--- config.mk ---
export PLATFORM = sky130hd
export DESIGN_NAME = bounded_stack_with_min_reverse_core
export DESIGN_NICKNAME = d
export VERILOG_FILES = /design/src/hw/rtl/bsmr_pkg.sv /design/src/hw/rtl/bounded_stack_with_min_reverse_core.sv
export VERILOG_INCLUDE_DIRS = /design/src /design/src/hw/rtl
export SDC_FILE = /design/constraint.sdc
export NUM_CORES = 2
export LEC_CHECK = 0
export ABC_AREA = 1
export BUFFER_PORTS_ARGS = -buffer_cell sky130_fd_sc_hd__buf_2
export CELL_PAD_IN_SITES_DETAIL_PLACEMENT = 1
export CELL_PAD_IN_SITES_GLOBAL_PLACEMENT = 2
export CORE_AREA = 2 2 496 498
export CTS_CLUSTER_SIZE = 30
export DETAILED_ROUTE_END_ITERATION = 16
export DIE_AREA = 0 0 498 500
export PLACE_DENSITY_LB_ADDON = 0.1
export SLEW_MARGIN = 20
export SYNTH_ARGS = -nofsm -noshare
export SYNTH_HDL_FRONTEND = slang
export SYNTH_SLANG_ARGS = --single-unit
--- constraint.sdc ---
create_clock -name clk -period 4.6 [get_ports clk]
set_input_delay 0.69 -clock clk [delete_from_list [all_inputs] [get_ports clk]]
set_output_delay 0.69 -clock clk [all_outputs]
set_load 0.01 [all_outputs]
--- src/hw/rtl/bounded_stack_with_min_reverse_core_macros.svh ---
// assertion macros for the bounded stack core
`ifndef BOUNDED_STACK_WITH_MIN_REVERSE_CORE_MACROS_SVH
`define BOUNDED_STACK_WITH_MIN_REVERSE_CORE_MACROS_SVH

// plain property, checked at every clock outside reset
`define BSMR_ASSERT(lbl, prop, msg) \
	lbl: assert property (@(posedge clk) disable iff (!arst_n) (prop)) else $error(msg);

// next-cycle implication, checked outside reset
`define BSMR_ASSERT_IMPL(lbl, ante, cons, msg) \
	lbl: assert property (@(posedge clk) disable iff (!arst_n) (ante) |=> (cons)) \
		else $error(msg);

`endif

--- src/hw/rtl/bsmr_pkg.sv ---
// shared constants and codes for the bounded stack core
package bsmr_pkg;

	localparam int DEPTH_DEF = 64;

	localparam int REQ_W   = 3;
	localparam int VAL_W   = 32;
	localparam int ST_W    = 2;
	localparam int CNT_W   = 7;
	localparam int CAP_W   = 7;
	localparam int M_DATA_W = ((VAL_W + CNT_W + 7) / 8) * 8;

	localparam logic [CAP_W-1:0] CAP_RST = 7'd64;

	localparam logic [REQ_W-1:0] REQ_PUSH = 3'd0;
	localparam logic [REQ_W-1:0] REQ_POP  = 3'd1;
	localparam logic [REQ_W-1:0] REQ_PEEK = 3'd2;
	localparam logic [REQ_W-1:0] REQ_REV  = 3'd3;
	localparam logic [REQ_W-1:0] REQ_MIN  = 3'd4;

	localparam logic [ST_W-1:0] ST_OK  = 2'd0;
	localparam logic [ST_W-1:0] ST_OVF = 2'd1;
	localparam logic [ST_W-1:0] ST_UND = 2'd2;

endpackage

--- src/hw/rtl/bounded_stack_with_min_reverse_core.sv ---
// bounded lifo stack of signed words with reverse and minimum, top level
//
//  channel | direction | tdata (low bit up)                 | tuser
//  s_*     | in        | push_value[31:0]                   | req_type[2:0]
//  m_*     | out       | result_value[31:0], entry_count[6:0], pad | status[1:0]
//  cfg_*   | in        | cfg_wdata = capacity_in_use[6:0]   | -
//
//  push, reverse, refused and unknown requests: answered straight from the idle state
//  pop and peek: through the read state, one memory read of the top entry
//  minimum: through the scan state, one read per held entry on the single read port
//  reverse moves only the bottom and next pointers and flips the walk direction
//  a new transfer is taken while idle and the output register is empty or being drained
//  reset clears the count and pointers; the word memory is not cleared
`include "bounded_stack_with_min_reverse_core_macros.svh"

module bounded_stack_with_min_reverse_core #(
	parameter int DEPTH = bsmr_pkg::DEPTH_DEF
) (
	input  logic                          clk,
	input  logic                          arst_n,
	input  logic                          s_tvalid,
	output logic                          s_tready,
	input  logic [bsmr_pkg::VAL_W-1:0]    s_tdata,   // push_value
	input  logic [bsmr_pkg::REQ_W-1:0]    s_tuser,   // req_type
	output logic                          m_tvalid,
	input  logic                          m_tready,
	output logic [bsmr_pkg::M_DATA_W-1:0] m_tdata,   // result_value, entry_count, zero pad
	output logic [bsmr_pkg::ST_W-1:0]     m_tuser,   // status
	input  logic                          cfg_we,
	input  logic [bsmr_pkg::CAP_W-1:0]    cfg_wdata  // capacity_in_use
);

	localparam int AW = $clog2(DEPTH);
	localparam int CW = $clog2(DEPTH + 1);
	localparam int XW = (CW > bsmr_pkg::CAP_W) ? CW : bsmr_pkg::CAP_W;
	localparam logic [AW-1:0] LAST_ADDR = AW'(DEPTH - 1);
	localparam logic [CW-1:0] FULL_CNT  = CW'(DEPTH);
	localparam int PAD_W = bsmr_pkg::M_DATA_W - bsmr_pkg::VAL_W - bsmr_pkg::CNT_W;

	typedef enum logic [1:0] {
		IDLE,
		READ,
		SCAN
	} state_t;

	state_t                       state_q;
	logic [CW-1:0]                fill_q;
	logic [AW-1:0]                bot_q;
	logic [AW-1:0]                nxt_q;
	logic                         dir_q;
	logic [bsmr_pkg::CAP_W-1:0]   cap_q;
	logic [AW-1:0]                scan_addr_q;
	logic [CW-1:0]                left_q;
	logic                         first_q;
	logic [bsmr_pkg::VAL_W-1:0]   min_q;
	logic                         out_vld_q;
	logic [bsmr_pkg::VAL_W-1:0]   out_val_q;
	logic [bsmr_pkg::ST_W-1:0]    out_st_q;
	logic [bsmr_pkg::CNT_W-1:0]   out_cnt_q;

	logic [bsmr_pkg::VAL_W-1:0]   mem [DEPTH];
	logic [bsmr_pkg::VAL_W-1:0]   rd_data_s1;
	logic [AW-1:0]                mem_raddr;
	logic                         mem_we;

	logic                         accept;
	logic                         empty;
	logic                         full;
	logic [AW-1:0]                top_addr;
	logic [bsmr_pkg::VAL_W-1:0]   scan_min;

	function automatic logic [AW-1:0] step(input logic [AW-1:0] a, input logic down);
		logic [AW-1:0] r;
		if (down) begin
			r = (a == '0) ? LAST_ADDR : a - 1'b1;
		end else begin
			r = (a == LAST_ADDR) ? '0 : a + 1'b1;
		end
		return r;
	endfunction

	assign s_tready = (state_q == IDLE) && (!out_vld_q || m_tready);
	assign accept   = s_tvalid && s_tready;
	assign empty    = (fill_q == '0);
	assign full     = (XW'(fill_q) >= XW'(cap_q)) || (fill_q == FULL_CNT);
	assign top_addr = step(nxt_q, !dir_q);
	assign mem_we   = accept && (s_tuser == bsmr_pkg::REQ_PUSH) && !full;
	assign scan_min = (first_q || ($signed(rd_data_s1) < $signed(min_q))) ? rd_data_s1 : min_q;

	assign m_tvalid = out_vld_q;
	assign m_tdata  = {{PAD_W{1'b0}}, out_cnt_q, out_val_q};
	assign m_tuser  = out_st_q;

	always_comb begin
		if (state_q == IDLE) begin
			mem_raddr = (s_tuser == bsmr_pkg::REQ_MIN) ? bot_q : top_addr;
		end else begin
			mem_raddr = scan_addr_q;
		end
	end

	always_ff @(posedge clk) begin
		if (mem_we) begin
			mem[nxt_q] <= s_tdata;
		end
	end

	always_ff @(posedge clk) begin
		rd_data_s1 <= mem[mem_raddr];
	end

	always_ff @(posedge clk or negedge arst_n) begin
		if (!arst_n) begin
			state_q     <= IDLE;
			fill_q      <= '0;
			bot_q       <= '0;
			nxt_q       <= '0;
			dir_q       <= 1'b0;
			cap_q       <= bsmr_pkg::CAP_RST;
			scan_addr_q <= '0;
			left_q      <= '0;
			first_q     <= 1'b0;
			min_q       <= '0;
			out_vld_q   <= 1'b0;
			out_val_q   <= '0;
			out_st_q    <= bsmr_pkg::ST_OK;
			out_cnt_q   <= '0;
		end else begin
			if (cfg_we) begin
				cap_q <= cfg_wdata;
			end
			if (out_vld_q && m_tready) begin
				out_vld_q <= 1'b0;
			end
			unique case (state_q)
				IDLE: begin
					if (accept) begin
						out_val_q <= '0;
						out_st_q  <= bsmr_pkg::ST_OK;
						out_cnt_q <= bsmr_pkg::CNT_W'(fill_q);
						unique case (s_tuser)
							bsmr_pkg::REQ_PUSH: begin
								out_vld_q <= 1'b1;
								if (full) begin
									out_st_q <= bsmr_pkg::ST_OVF;
								end else begin
									fill_q    <= fill_q + 1'b1;
									nxt_q     <= step(nxt_q, dir_q);
									out_cnt_q <= bsmr_pkg::CNT_W'(fill_q + 1'b1);
								end
							end
							bsmr_pkg::REQ_POP, bsmr_pkg::REQ_PEEK: begin
								if (empty) begin
									out_vld_q <= 1'b1;
									out_st_q  <= bsmr_pkg::ST_UND;
								end else begin
									state_q <= READ;
									if (s_tuser == bsmr_pkg::REQ_POP) begin
										fill_q <= fill_q - 1'b1;
										nxt_q  <= top_addr;
									end
								end
							end
							bsmr_pkg::REQ_REV: begin
								out_vld_q <= 1'b1;
								if (!empty) begin
									bot_q <= top_addr;
									nxt_q <= step(bot_q, !dir_q);
									dir_q <= !dir_q;
								end
							end
							bsmr_pkg::REQ_MIN: begin
								if (empty) begin
									out_vld_q <= 1'b1;
									out_st_q  <= bsmr_pkg::ST_UND;
								end else begin
									state_q     <= SCAN;
									scan_addr_q <= step(bot_q, dir_q);
									left_q      <= fill_q - 1'b1;
									first_q     <= 1'b1;
								end
							end
							default: begin
								out_vld_q <= 1'b1;
							end
						endcase
					end
				end
				READ: begin
					out_vld_q <= 1'b1;
					out_val_q <= rd_data_s1;
					out_st_q  <= bsmr_pkg::ST_OK;
					out_cnt_q <= bsmr_pkg::CNT_W'(fill_q);
					state_q   <= IDLE;
				end
				SCAN: begin
					min_q   <= scan_min;
					first_q <= 1'b0;
					if (left_q == '0) begin
						out_vld_q <= 1'b1;
						out_val_q <= scan_min;
						out_st_q  <= bsmr_pkg::ST_OK;
						out_cnt_q <= bsmr_pkg::CNT_W'(fill_q);
						state_q   <= IDLE;
					end else begin
						scan_addr_q <= step(scan_addr_q, dir_q);
						left_q      <= left_q - 1'b1;
					end
				end
				default: begin
					state_q <= IDLE;
				end
			endcase
		end
	end

	`BSMR_ASSERT(a_fill_bound, fill_q <= FULL_CNT, "fill count above depth")
	`BSMR_ASSERT(a_scan_nonempty, (state_q != SCAN) || (fill_q != '0) && (left_q < fill_q),
		"minimum walk on an empty stack")
	`BSMR_ASSERT_IMPL(a_push_grows, mem_we, fill_q == CW'($past(fill_q) + 1'b1),
		"accepted push did not grow the count")

endmodule

==> metrics.txt <==
fin nets 9491; first-pass GRT wire length 501 mm; CP Launch Type flip-flop; Avg Inst Size Synth 10.5 um2; Max Cap Viol 0; Synth Instances 9267; Max Slew Vio Count 0; Slew headroom 24.8%; cell with the most instances after synthesis nand2_1; Area Growth Syn to Fin 14.3%; Post-synth EDFFs 2048; Post-Route M1 WL 156 mm; CTS root buf clkbuf_16; WP data required 5.39 ns; WL/cell approximately 27 um; core box area 0.244 mm2; Routed Antenna Nets 0; RSZ-0062 raised after global routing false; met2 wire length 166 mm; Synth Net Count 9368; Synth top area share 63.5%; vias per inst approximately 5.4; status complete, no violations; largest net degree at the start of global routing 131; final WL ~350 mm; Util after Layout a little under half; Worst setup EP type flip-flop; clock latency on the worst-skew pair 0.89 ns; final setup fails 0; CTS Buf Count 241; Max Fanout on Critical Path 108; reg2reg setup slack ~0.25 ns; top post-synthesis cells by count 2414 x nand2_1, 2048 x edfxtp_1, 1829 x nand3_1; TritonCTS clock tree built; initial core utilization about two fifths; maximum clock path buffer count 3; Remaining DRCs 0; DR top layer met5; gp weighted congestion 0.827; die area between 0.2 and 0.25 mm2; hpwl dp between 200 and 250 mm; #FFs+latches synth about 2200; GRT overflow 0; setup TNS 0 ns; Sink Count 2197; fmax 230 MHz; Fin. Hold Viols 0; Yosys top cell by area edfxtp_1; period utilization around 95%; layout cell share with drive strength beyond 1 around 8.6%; post-CTS setup buffers 0; Worst Hold Class in -> reg; Synth warnings 0; Post-Route Skew 0.0420 ns; crit path time final 4.35 ns; gr usage total 27.6%; CP Class reg -> reg; routed wl met3 15.8 mm; synth top area cells edfxtp_1 63%, nand3_1 9.4%, nand2_1 9.4%, inv_1 5.6%, dfrtp_1 3.0%; initial antenna violation count 15; CTS clock-pin slew for the worst setup and hold paths 0.06 ns; DRT iter0 DRCs 6161; Mapped Area 0.0969 mm2; drt pass-1 iters 6; worst slew pin tran 1.13 ns; port buffer count between 80 and 90; asr flop ratio synth 5.33%; Die Ht 500 um; Most used DFF post-synth edfxtp_1; count of unique library cells instantiated by Yosys 45; CP arrival 5.14 ns; number of global-route vias before repair 70400; Core Rows 182; sequential share of the synthesized area between 60 and 70%; I/O Pins 91; filler instances 26400; H-tree levels 4; Die W roughly 500 um; total vias in the final route 69400; hold slack final approximately 0.054 ns
==> area by class of cell <==
cell class                      count  area, um2  share of cell area (%)
Antenna cell                        6       15.0                  0.0136
Clock inverter                    133       1020                   0.920
Inverter                         1468       5570                    5.03
Tap cell                         3220       4030                    3.64
Sequential cell                  2197      65100                    58.8
Timing Repair Buffer              407       4210                    3.80
Multi-Input combinational cell   5075      24300                    22.0
Clock buffer                      324       6490                    5.86
==> worst max-delay path, stage by stage, from the launching register on <==
cell and delay, ns:
dfrtp_1 0.42, inv_1 0.10, ha_1 0.33, inv_1 0.22, nand2_1 0.10, o21ai_0 0.08, buf_4 0.17, inv_8 0.16
nand2_8 0.19, inv_16 0.43, buf_16 0.42, nand2_1 0.11, nand2_1 0.09, nand2_1 0.05, nand3_1 0.08, nand3_1 0.18
nand3_1 0.17, nand3_1 0.53, nand2_1 0.25
==> routing by layer <==
layer,vias to the layer above,track usage [%]
met1,36100,38.1
li1,31100,-
met5,-,0
met2,1776,46.1
met4,2,7.68
met3,396,2.94
==> logic make-up (layout without fill, tap and decap cells) <==
| kind of cell | Yosys count | after routing | share of synthesized area [%] |
|---|---|---|---|
| other | 1 | 7 | 0.00387 |
| adder cells (fa/ha/maj) | 54 | 54 | 0.697 |
| AND/OR/NAND/NOR | 4720 | 4720 | 21.9 |
| buffers and inverters | 1995 | 2332 | 8.30 |
| XOR/XNOR | 24 | 24 | 0.217 |
| AO/OA/AOI/OAI | 275 | 275 | 1.68 |
| flip-flops | 2197 | 2197 | 67.2 |
| multiplexers | 1 | 1 | 0.0116 |
==> flip-flops by register name, indices dropped and copies added (netlist names), 7 cells and up <==
name	count
out_cnt_q	7
out_val_q	32
mem	2048
rd_data_s1	32
fill_q	7
left_q	7
min_q	32
cap_q	7
==> final timing paths <==
kind                                      startpoint                         to  cells after the start
setup / recovery              state_q[0]$_DFFE_PN0P_     rd_data_s1[24]$_DFF_P_                     18
hold / removal                          cfg_wdata[3]       cap_q[3]$_DFFE_PN0P_                      3
setup reg to reg              state_q[0]$_DFFE_PN0P_     rd_data_s1[24]$_DFF_P_                     18
hold reg to reg            out_val_q[18]$_DFFE_PN0P_  out_val_q[18]$_DFFE_PN0P_                      2
max in group asynchronous                     arst_n       cap_q[6]$_DFFE_PN1P_                      3
min in group asynchronous                     arst_n   out_cnt_q[4]$_DFFE_PN0P_                      2
==> timing repair <==
| action | in CTS | in global routing |
|---|---|---|
| gates resized for setup | 0 | 3 |
| setup endpoints to repair | 0 | 4 |
| hold buffers | 2 | 0 |
| endpoints found under the hold margin | 63 | 0 |
==> layout by cell type, fill, tap and decap left out, drive strengths merged, types with 2 or more instances in the layout <==
cell | synthesis | routed
dfxtp | 32 | 32
o22ai | 4 | 4
a22oi | 2 | 2
o311ai | 2 | 2
clkinv | 3 | 115
nand4 | 40 | 40
nor2 | 131 | 131
inv | 1465 | 1471
xnor2 | 7 | 7
nand3 | 1829 | 1829
o21a | 2 | 2
xor2 | 17 | 17
clkinvlp | 0 | 5
nand2 | 2420 | 2420
o31ai | 6 | 6
dfrtp | 116 | 116
bufinv | 0 | 10
o21ai | 121 | 121
nand3b | 290 | 290
diode | 0 | 6
clkbuf | 192 | 325
a21oi | 53 | 53
a31oi | 5 | 5
ha | 54 | 54
edfxtp | 2048 | 2048
nor3 | 10 | 10
dlygate4sd3 | 0 | 2
o211ai | 75 | 75
buf | 335 | 404
==> metrics by stage <==
step	instance area [um2]	std cells	setup WS, ns
after global placement	103000	12400	0.164
after detailed placement	103000	12400	0.115
after CTS	111000	12800	0.170
after global routing	111000	12800	0.0356
final	111000	12800	0.249
after floorplan	96900	9267	0.365
Power is not shown: default switching activity piles up to over one toggle a cycle in this logic, so the estimate is an artifact.
